### src/hdl/rtcdv_pkg.sv
// rtcdv_pkg: item types, calendar limits and small encode helpers for the
// rtc date/time validate and encode block. No dependencies.
package rtcdv_pkg;

  // calendar limits
  localparam logic [15:0] YearMin   = 16'd2000;
  localparam logic [15:0] YearMax   = 16'd2099;
  localparam logic [7:0]  MonthMax  = 8'd12;
  localparam logic [7:0]  HourMax   = 8'd23;
  localparam logic [7:0]  MinSecMax = 8'd59;
  localparam logic [3:0]  MonthFeb  = 4'd2;
  localparam logic [3:0]  MonthMar  = 4'd3;

  // input item: decimal calendar time
  typedef struct packed {
    logic [15:0] year;
    logic [7:0]  month;
    logic [7:0]  day;
    logic [7:0]  hour;
    logic [7:0]  minute;
    logic [7:0]  second;
  } cal_in_t;

  // result item: clock register bytes
  typedef struct packed {
    logic       valid_res;
    logic [7:0] seconds_bcd;
    logic [7:0] minutes_bcd;
    logic [7:0] hours_bcd;
    logic [7:0] days_bcd;
    logic [2:0] weekday_code;
    logic [7:0] months_bcd;
    logic [7:0] years_bcd;
  } cal_out_t;

  // days in month m (1..12), february follows the leap flag
  function automatic logic [4:0] month_len(input logic [3:0] m, input logic leap);
    case (m)
      MonthFeb: month_len = leap ? 5'd29 : 5'd28;
      4'd4, 4'd6, 4'd9, 4'd11: month_len = 5'd30;
      default: month_len = 5'd31;
    endcase
  endfunction

  // per-month weekday offset for the january/february shifted year
  function automatic logic [2:0] month_shift(input logic [3:0] m);
    case (m)
      4'd1:  month_shift = 3'd0;
      4'd2:  month_shift = 3'd3;
      4'd3:  month_shift = 3'd2;
      4'd4:  month_shift = 3'd5;
      4'd5:  month_shift = 3'd0;
      4'd6:  month_shift = 3'd3;
      4'd7:  month_shift = 3'd5;
      4'd8:  month_shift = 3'd1;
      4'd9:  month_shift = 3'd4;
      4'd10: month_shift = 3'd6;
      4'd11: month_shift = 3'd2;
      4'd12: month_shift = 3'd4;
      default: month_shift = 3'd0;
    endcase
  endfunction

  // packed bcd of 0..99; tens digit by reciprocal multiply (exact below 179)
  function automatic logic [7:0] to_bcd(input logic [6:0] v);
    logic [13:0] prod;
    logic [3:0]  tens;
    logic [6:0]  ones;
    prod = {7'd0, v} * 14'd103;
    tens = prod[13:10];
    ones = v - ({3'd0, tens} << 3) - ({3'd0, tens} << 1);
    to_bcd = {tens, ones[3:0]};
  endfunction

  // x mod 7 by folding octal digits (8 = 1 mod 7)
  function automatic logic [2:0] mod7(input logic [7:0] x);
    logic [4:0] s1;
    logic [3:0] s2;
    s1 = 5'(x[7:6]) + 5'(x[5:3]) + 5'(x[2:0]);
    s2 = 4'(s1[4:3]) + 4'(s1[2:0]);
    if (s2 >= 4'd7) begin
      s2 = s2 - 4'd7;
    end
    mod7 = s2[2:0];
  endfunction

endpackage

### src/hdl/rtcdv_encode.sv
// rtcdv_encode: range checks, leap year, weekday and bcd packing for one item.
// Pure combinational; depends on rtcdv_pkg.
module rtcdv_encode
  import rtcdv_pkg::*;
(
  input  cal_in_t  cal,
  output cal_out_t enc
);

  logic [15:0] year_off;
  logic [6:0]  yy;
  logic [3:0]  mon;
  logic        year_ok;
  logic        month_ok;
  logic        time_ok;
  logic        day_ok;
  logic        leap;
  logic        jan_feb;
  logic [1:0]  adj;
  logic [7:0]  wsum;

  // year within the century, reduced to 0..99
  assign year_ok  = (cal.year >= YearMin) && (cal.year <= YearMax);
  assign year_off = cal.year - YearMin;
  assign yy       = year_off[6:0];

  // every year 2000..2099 divisible by four is leap (2000 is a 400 year)
  assign leap     = (yy[1:0] == 2'd0);

  // month, day and time limits
  assign mon      = cal.month[3:0];
  assign month_ok = (cal.month != 8'd0) && (cal.month <= MonthMax);
  assign time_ok  = (cal.hour <= HourMax) && (cal.minute <= MinSecMax) &&
                    (cal.second <= MinSecMax);
  assign day_ok   = (cal.day != 8'd0) && (cal.day <= {3'd0, month_len(mon, leap)});

  // weekday: year term is k + k/4 (century terms cancel mod 7);
  // january and february use the previous year
  assign jan_feb  = (mon < MonthMar);
  assign adj      = !jan_feb ? 2'd0 : (leap ? 2'd2 : 2'd1);
  assign wsum     = 8'(yy) + 8'(yy[6:2]) + 8'(month_shift(mon)) + 8'(cal.day[4:0])
                    + 8'd14 - 8'(adj);

  // result bytes, all zero on a failed check
  always_comb begin
    enc = '0;
    if (year_ok && month_ok && time_ok && day_ok) begin
      enc.valid_res    = 1'b1;
      enc.seconds_bcd  = to_bcd(cal.second[6:0]);
      enc.minutes_bcd  = to_bcd(cal.minute[6:0]);
      enc.hours_bcd    = to_bcd(cal.hour[6:0]);
      enc.days_bcd     = to_bcd(cal.day[6:0]);
      enc.weekday_code = mod7(wsum);
      enc.months_bcd   = to_bcd(cal.month[6:0]);
      enc.years_bcd    = to_bcd(yy);
    end
  end

endmodule

### src/hdl/rtc_datetime_validate_encode.sv
// rtc_datetime_validate_encode: top level, input register, encode logic and
// result register. Depends on rtcdv_pkg and rtcdv_encode.
//
// Usage:
//   cal channel: cal_valid / cal_stall / cal_data carry one calendar time per
//   item (year, month, day, hour, minute, second in plain binary).
//   enc channel: enc_valid / enc_stall / enc_data carry one result per item,
//   valid_res plus the clock register fields (packed bcd, weekday in
//   binary with 0 = sunday). A failed check gives valid_res = 0, bytes zero.
//   An item moves on an edge where valid is high and stall is low.
// Path: the input register then the result register, with
//   one encode pass of short logic between them.
// Throughput: one item per cycle while enc_stall is low; the input register
//   refills on the same edge that its item moves to the result register.
// Stall: while enc_stall holds a full result register, the input register
//   keeps its item and cal_stall rises only once both registers are full.
// Reset: rst (synchronous) empties both registers; no result is shown.
module rtc_datetime_validate_encode
  import rtcdv_pkg::*;
(
  input  logic     clk,
  input  logic     rst,
  input  logic     cal_valid,
  output logic     cal_stall,
  input  cal_in_t  cal_data,
  output logic     enc_valid,
  input  logic     enc_stall,
  output cal_out_t enc_data
);

  logic     s1_valid;
  cal_in_t  s1_data;
  cal_out_t enc_next;
  logic     out_ready;

  // handshake: result register frees when empty or taken
  assign out_ready = !enc_valid || !enc_stall;
  assign cal_stall = s1_valid && !out_ready;

  // encode pass
  rtcdv_encode u_encode (
    .cal (s1_data),
    .enc (enc_next)
  );

  // pipeline control
  always_ff @(posedge clk) begin
    if (rst) begin
      s1_valid  <= 1'b0;
      enc_valid <= 1'b0;
    end else begin
      if (!cal_stall) begin
        s1_valid <= cal_valid;
      end
      if (out_ready) begin
        enc_valid <= s1_valid;
      end
    end
  end

  // payload registers
  always_ff @(posedge clk) begin
    if (cal_valid && !cal_stall) begin
      s1_data <= cal_data;
    end
    if (out_ready && s1_valid) begin
      enc_data <= enc_next;
    end
  end

  // a rejected item carries all-zero bytes
  a_zero_on_invalid: assert property (@(posedge clk) disable iff (rst)
    enc_valid && !enc_data.valid_res |-> enc_data == '0)
    else $error("invalid result with nonzero bytes");

  // weekday stays within sunday..saturday
  a_weekday_range: assert property (@(posedge clk) disable iff (rst)
    enc_valid && enc_data.valid_res |-> enc_data.weekday_code < 3'd7)
    else $error("weekday out of range");

  // stall on input only with a held item
  a_stall_needs_item: assert property (@(posedge clk) disable iff (rst)
    cal_stall |-> s1_valid && enc_valid)
    else $error("input stalled with free register");

  // a held item moves to the output when the output is free
  a_advance: assert property (@(posedge clk) disable iff (rst)
    s1_valid && !enc_stall |=> enc_valid)
    else $error("held item did not advance");

endmodule
### config.mk
export PLATFORM = sky130hd
export DESIGN_NAME = rtc_datetime_validate_encode
export DESIGN_NICKNAME = d
export VERILOG_FILES = /design/src/hdl/rtcdv_pkg.sv /design/src/hdl/rtcdv_encode.sv /design/src/hdl/rtc_datetime_validate_encode.sv
export SDC_FILE = /design/constraint.sdc
export NUM_CORES = 1
export LEC_CHECK = 0
export ABC_CLOCK_PERIOD_IN_PS = 12700
export BUFFER_PORTS_ARGS = -buffer_cell sky130_fd_sc_hd__buf_2
export CORE_UTILIZATION = 65
export DETAILED_ROUTE_END_ITERATION = 7
export HOLD_SLACK_MARGIN = 0.06
export PLACE_DENSITY = 0.87
export RECOVER_POWER = 25
export SLEW_MARGIN = 20
export SYNTH_ARGS = -nofsm -noshare
export SYNTH_HDL_FRONTEND = slang
export SYNTH_SLANG_ARGS = --single-unit
### constraint.sdc
create_clock -name clk -period 12.7 [get_ports clk]
set_input_delay 2.54 -clock clk [delete_from_list [all_inputs] [get_ports clk]]
set_output_delay 2.54 -clock clk [all_outputs]
set_load 0.01 [all_outputs]
# After elaboration in Yosys (flattened, before gate mapping)
# Memory sizes are Yosys's and may differ from the RTL's. A register that Yosys moved wholly into a read port is not among the register bits.
# Index checks and enable logic that the tools add are counted.
# word_totals
mem_bits_ro	48
out_inout_bits	54
word_cells	86
register_bits	110
mem_count	1
# op_classes
eq_ne	5
mul	6
n_reduce_logical	20
add_sub_neg	22
n_lt_le_gt_ge	9
mux	7
# mem_list
name	words	word_bits	rd	rd_ports_with_merged_regs	write_ports	line	source
(no name shown)	16	3	1	1	0	rtcdv_pkg.sv:47	case (m)
# op_table
operator	count
7-bit by 7-bit multiplier with 14-bit output, second input constant	6
52-bit two-way mux	1
4-bit subtractor	12
16-bit by 11-bit greater-or-equal comparator with 1-bit output, second input constant	1
16-bit by 12-bit less-or-equal comparator with 1-bit output, second input constant	1
8-bit by 6-bit less-or-equal comparator with 1-bit output, second input constant	2
8-bit nonzero test	2
1-bit logical AND	11
5-bit one-hot mux with 2 select lines	1
2-bit by 3-bit adder with 4-bit output	2
7-bit by 5-bit adder with 8-bit output	1
8-bit by 3-bit adder with 8-bit output	1
8-bit by 4-bit adder with 8-bit output, second input constant	1
8-bit by 5-bit adder with 8-bit output	1
4-bit by 3-bit equality test with 1-bit output, second input constant	2
4-bit equality test, second input constant	2
8-bit by 4-bit less-or-equal comparator with 1-bit output, second input constant	1
8-bit by 5-bit less-or-equal comparator with 1-bit output	1
8-bit by 5-bit less-or-equal comparator with 1-bit output, second input constant	1
8-bit by 2-bit subtractor with 8-bit output	1
7-bit subtractor, second input constant	1
5-bit by 3-bit adder with 5-bit output	1
4-bit by 2-bit equality test with 1-bit output, second input constant	1
4-bit by 3-bit greater-or-equal comparator with 1-bit output, second input constant	1
other kinds (10)	14

# Longest topological paths before layout
# depth
ltp_word	12
mapped_depth	34

# By module
# Synthesis repeated with hierarchy kept, for this count alone.
# unflattened
hier_cells	1044
hier_area_um2	11233.3
# by_module_without_submodules
mod	seq_area_each_um2	instances	cells_per_inst	area_each_um2
rtcdv_encode	0.0	1	926	7903.8
rtc_datetime_validate_encode	3283.1	1	118	3329.4

# Worst setup path after synthesis
# OpenSTA, ideal clock, no wires.
# synth_path
kind	input to register
start	input port enc_stall
end	register enc_data[0] (netlist name) (enable)
cell_stages	1
slack_ns	5.810
arrival_ns	6.349
path_buffers	0
required_ns	12.159
setup_time_ns	0.541
path_cell_list	a21boi_0
# synth_via
elab_chain_len	3
# synth_rtl
item	line	source
start, declared	rtc_datetime_validate_encode.sv:27	input logic enc_stall,
1-bit zero test	rtc_datetime_validate_encode.sv:37	assign out_ready = !enc_valid || !enc_stall;
1-bit logical OR	rtc_datetime_validate_encode.sv:37	
1-bit logical AND	rtc_datetime_validate_encode.sv:66	if (out_ready && s1_valid) begin
end signal, assigned	rtc_datetime_validate_encode.sv:67	enc_data <= enc_next;
end, declared	rtc_datetime_validate_encode.sv:28	output cal_out_t enc_data
# No other way between the ends.
# A chain may end at the register's enable or synchronous reset.

# Final worst setup path
# layout_path
start	register s1_data[33] (netlist name)
end	register enc_data[17] (netlist name) (data pin)
# layout_via
elab_chain_len	8
elab_cells_between_ends	24
classes_between	add/sub: 5; order compare: 4; eq/ne: 5; mux: 3; reduce/logical: 7
# layout_rtl
item	line	source
start, declared	rtc_datetime_validate_encode.sv:32	cal_in_t s1_data;
start signal, assigned	rtc_datetime_validate_encode.sv:64	s1_data <= cal_data;
4-bit by 2-bit < comparator with 1-bit output	rtcdv_encode.sv:39	assign jan_feb = (mon < MonthMar);
2-bit two-way mux	rtcdv_encode.sv:40	assign adj = !jan_feb ? 2'd0 : (leap ? 2'd2 : 2'd1);
8-bit by 2-bit subtractor with 8-bit output	rtcdv_encode.sv:42	+ 8'd14 - 8'(adj);
2-bit by 3-bit adder with 4-bit output	rtcdv_pkg.sv:79	s1 = 5'(x[7:6]) + 5'(x[5:3]) + 5'(x[2:0]);
5-bit by 3-bit adder with 5-bit output	rtcdv_pkg.sv:79	
2-bit by 3-bit adder with 4-bit output	rtcdv_pkg.sv:80	s2 = 4'(s1[4:3]) + 4'(s1[2:0]);
4-bit by 3-bit greater-or-equal comparator with 1-bit output / 3-bit subtractor (equally long branches)	rtcdv_pkg.sv:81, rtcdv_pkg.sv:82	
3-bit two-way mux	rtcdv_pkg.sv:81	if (s2 >= 4'd7) begin
# Parallel ways exist; a longest one is shown, timed or not.

==> metrics.log <==
INFO  metric critPathKind = register to register
INFO  metric power.ir.vdd_worst = 0.258 mV
INFO  metric cts_resized = 0
INFO  metric final_weighted_congestion_in_routability_driven_placement = 0.970
INFO  metric syn_area = 11,400 um^2
INFO  metric cts.clk_slew.worst_paths = 0.06 ns
INFO  metric grt_util_all_layers = 0.291
INFO  metric cell_area_reported_after_detailed_placement = 12,300 um^2
INFO  metric synth_area_per_cell = 10.7 um^2
INFO  metric setup.worst_path.start = s1_data[33]
INFO  metric route.antenna.remaining_nets = 0
INFO  metric number_of_antenna_violations_at_the_first_check_in_global_routing = 1
INFO  metric top_level_ports = 114
INFO  metric cts_tree = done
INFO  metric fillCellCount = 1,126
INFO  metric port-buffer-count = 113
INFO  metric synth_adder_area_share = 0.425
INFO  metric place_hpwl = 19,600 um
INFO  metric regArea = 3340 um^2
INFO  metric ys_dominant_reg_cell = sky130_fd_sc_hd__edfxtp_1
INFO  metric remaining_drc_errors = 0
INFO  metric synth-compound-area-share = 0.0773
INFO  metric critPathLaunchType = register
INFO  metric floorplan.die_area = 18,100 um^2
INFO  metric area_growth = 12.4%
INFO  metric critical-path-top-cell-by-count = sky130_fd_sc_hd__ha_1
INFO  metric muxShareOfSynthArea = 0.00492
INFO  metric synth_top_family_by_area = adder cells
INFO  metric clock_insertion_delay_at_the_later_pin_of_the_skew_report = 0.43 ns
INFO  metric grt_util_met2 = 0.495
INFO  metric route.detailed.vias_per_inst = 5.67
INFO  metric drt-wirelength-per-cell = 17.2 um
INFO  metric cp.arrival = 6.90 ns
INFO  metric start_util = 0.664
INFO  metric synth_fp_nets = 1,485
INFO  metric tns = 0 ns
INFO  metric critical_path.slowest_cell = sky130_fd_sc_hd__fa_1
INFO  metric fin_hold_ws = 0.493 ns
INFO  metric vias = 8,176
INFO  metric cts_post_setup_buffers_inserted = 0
INFO  metric dieHeight = 135 um
INFO  metric dp_worst_setup_slack = 5.98 ns
INFO  metric fin_total_pwr = 2.50 mW
INFO  metric synth-warning-count = 0
INFO  metric reg2reg_setup_slack = 5.95 ns
INFO  metric most-common-layout-cells = 291 x sky130_fd_sc_hd__ha_1, 235 x sky130_fd_sc_hd__inv_1, 108 x sky130_fd_sc_hd__edfxtp_1
INFO  metric global_route.usage.met3 = 0.0758
INFO  metric grt_max_degree = 39
INFO  metric timing.critical_path.to = enc_data[17]
INFO  metric setup_ws = 5.95 ns
INFO  metric netlist_instances = 1,073
INFO  metric buffer_cell_driving_the_clock_tree_root = sky130_fd_sc_hd__clkbuf_16
INFO  metric result_of_the_run = complete, but fails checks
INFO  metric synthXorXnorAreaFrac = 0.0529
INFO  metric drt-total-wl = 24,900 um
INFO  metric timing_worst_slew_pin_value = 3.65 ns
INFO  metric fin_worst_skew = 0.0184 ns
INFO  metric timing.hold.worst_path_depth = 2
INFO  metric min-delay-path-class = register to register
INFO  metric htree_num_levels = 4
INFO  metric r2r_cells = 30
INFO  metric final.min_clock_period = 6.75 ns
INFO  metric p_per_area = 194 nW/um^2
INFO  metric ffs_latches_synth = 113
INFO  metric drv_cap = 1
INFO  metric worstReg2RegStart = s1_data[33]
INFO  metric die_width = 135 um
INFO  metric timing_max_transition_violations_final = 25
INFO  metric finalSetupViolCount = 0
INFO  metric core.rowCount = 48
INFO  metric failed_checks = max-capacitance violations, max-slew violations
INFO  metric leakagePower = 6.57 nW
INFO  metric drtIter0Drc = 506
INFO  metric critical_path.max_stage_delay = 0.53 ns
INFO  metric final_common_cell = sky130_fd_sc_hd__ha_1
INFO  metric category_of_the_worst_setup_path_capture_point = register
INFO  metric max_slew_margin = -1.46
INFO  metric routing_usage_on_met1 = 0.347
INFO  metric layout_worst_path_cycle_share = 0.531
INFO  metric cts_num_sinks = 113
INFO  metric first_pass_grt_wire_length = 40,000 um
INFO  metric largest_fanout_of_any_net_on_the_critical_path = 6
INFO  metric nNetsFinal = 1,615
INFO  metric drtPass1Iterations = 5
INFO  metric clk_path_buf_depth = 2
INFO  metric grt_overflow = 0
INFO  metric synth_edf_count = 108
INFO  metric reg2reg_to = enc_data[17]
INFO  metric yosys.area_share.simple = 0.0689
INFO  metric grt_setup_unrepaired = no
INFO  metric layout-drive-gt1-share = 0.122
INFO  metric grt-busiest-layer = met2
INFO  metric timing.final.hold_violations = 0
INFO  metric design.core.area = 17,200 um^2
INFO  metric postLayoutCellArea = 12,900 um^2
INFO  metric achievable-frequency = 148 MHz
INFO  metric numCtsBuffers = 17
INFO  metric multi_input_comb_area = 7200 um^2
INFO  metric cts_hold_buffers = 0
INFO  metric synthDistinctLibCells = 55
INFO  metric worstPathRequired = 12.86 ns
INFO  metric via_count_of_the_first_global_routing_pass = 8,501
INFO  metric seq_area_frac_synth = 0.292
INFO  metric synthArstFlopShare = 0
-- cell usage after synthesis, types with 2 or more instances --
master                      number  area (um^2)
sky130_fd_sc_hd__fa_1           61         1220
sky130_fd_sc_hd__o2111a_1        6         67.6
sky130_fd_sc_hd__nor3_1          8         40.0
sky130_fd_sc_hd__and2_1          2         12.5
sky130_fd_sc_hd__dfxtp_1         5          100
sky130_fd_sc_hd__or2_2           5         31.3
sky130_fd_sc_hd__o31ai_1         2         15.0
sky130_fd_sc_hd__nand2_1        27          101
sky130_fd_sc_hd__nand4_1         9         56.3
sky130_fd_sc_hd__o211ai_1        3         22.5
sky130_fd_sc_hd__o21a_1          8         60.1
sky130_fd_sc_hd__nor2b_1         5         31.3
sky130_fd_sc_hd__xnor2_1        46          403
sky130_fd_sc_hd__o221a_2         2         22.5
sky130_fd_sc_hd__nor3b_1         5         37.5
sky130_fd_sc_hd__o21ai_0        17         85.1
sky130_fd_sc_hd__and3_1          4         25.0
sky130_fd_sc_hd__xor2_1         18          158
sky130_fd_sc_hd__inv_1         235          882
sky130_fd_sc_hd__nor4_2          2         25.0
sky130_fd_sc_hd__a2bb2oi_1       2         17.5
sky130_fd_sc_hd__o2bb2ai_1       2         17.5
sky130_fd_sc_hd__mux2i_1         3         30.0
sky130_fd_sc_hd__a21oi_1        49          245
sky130_fd_sc_hd__a21o_1          6         45.0
sky130_fd_sc_hd__a211oi_1       10         75.1
sky130_fd_sc_hd__nand3_1        13         65.1
sky130_fd_sc_hd__nor4_1          5         31.3
sky130_fd_sc_hd__clkbuf_1        5         18.8
sky130_fd_sc_hd__ha_1          291         3640
sky130_fd_sc_hd__a31oi_1         6         37.5
sky130_fd_sc_hd__xnor3_1         2         45.0
sky130_fd_sc_hd__edfxtp_1      108         3240
sky130_fd_sc_hd__nand2b_1        5         31.3
sky130_fd_sc_hd__a311oi_1        2         17.5
sky130_fd_sc_hd__o21bai_1        5         37.5
sky130_fd_sc_hd__nor2_1         71          267
-- critical path, delay by kind of cell (launching register included) --
| kind | cells | cell delay (ns) |
|---|---|---|
| adders and majority gates | 12 | 3.94 |
| xor gates and xnor gates | 2 | 0.28 |
| DFF | 1 | 0.44 |
| AOI/OAI and AO/OA | 6 | 0.95 |
| and+or+nand+nor | 4 | 0.42 |
| buffers and inverters | 6 | 0.44 |
-- layout make-up --
| cell class | count | area share |
|---|---|---|
| well taps | 225 | 0.0219 |
| multi-input cells | 719 | 0.560 |
| clock inverters | 15 | 0.0122 |
| repair buffers | 116 | 0.0443 |
| diodes | 1 | 0.000195 |
| inverters | 236 | 0.0689 |
| clock buffers | 17 | 0.0331 |
| flip-flops and latches | 113 | 0.260 |
-- power by group --
group          internal (mW)  switching [mW]  leakage (nW)  total (mW)
Combinational          0.710           0.859          5.24        1.57
Sequential             0.431          0.0162          1.04       0.447
Clock                  0.290           0.188         0.284       0.478
-- kinds of logic (layout without fill, tap and decap cells) --
family          Yosys count  in the layout
mux                       5              5
flops                   113            113
buf+inv                 241            384
fa+ha+maj               352            352
xor+xnor                 66             66
simple gates            165            165
compound gates          131            131
other cells               0              1
-- layer usage --
layer  vias up  share of wire
met2       305           0.50
met3        60          0.067
met5         -              0
met1      3900           0.41
met4         0          0.029
li1       3911              -
-- state kept, by name, indices dropped and copies added (netlist names), named ones only --
name and flops:
s1_valid 1, enc_data 52, s1_data 56, enc_valid 1
-- metrics by stage --
stage	cells	util
after floorplan	1073	-
after CTS	1441	0.748
after global routing	1442	0.746
after global placement	1409	0.714
final	1442	0.746
after detailed placement	1409	0.714
-- how the worst min path moves through the flow --
stage	start	endpoint	slack, ns
after global placement	s1_valid	enc_valid	0.48
final	s1_valid	enc_valid	0.49
after global routing	s1_valid	enc_valid	0.54
after detailed placement	s1_valid	enc_valid	0.50
after CTS	s1_valid	enc_valid	0.51
after floorplan	s1_valid	enc_valid	0.45
No activity file was read; power rests on OpenSTA's default activity.
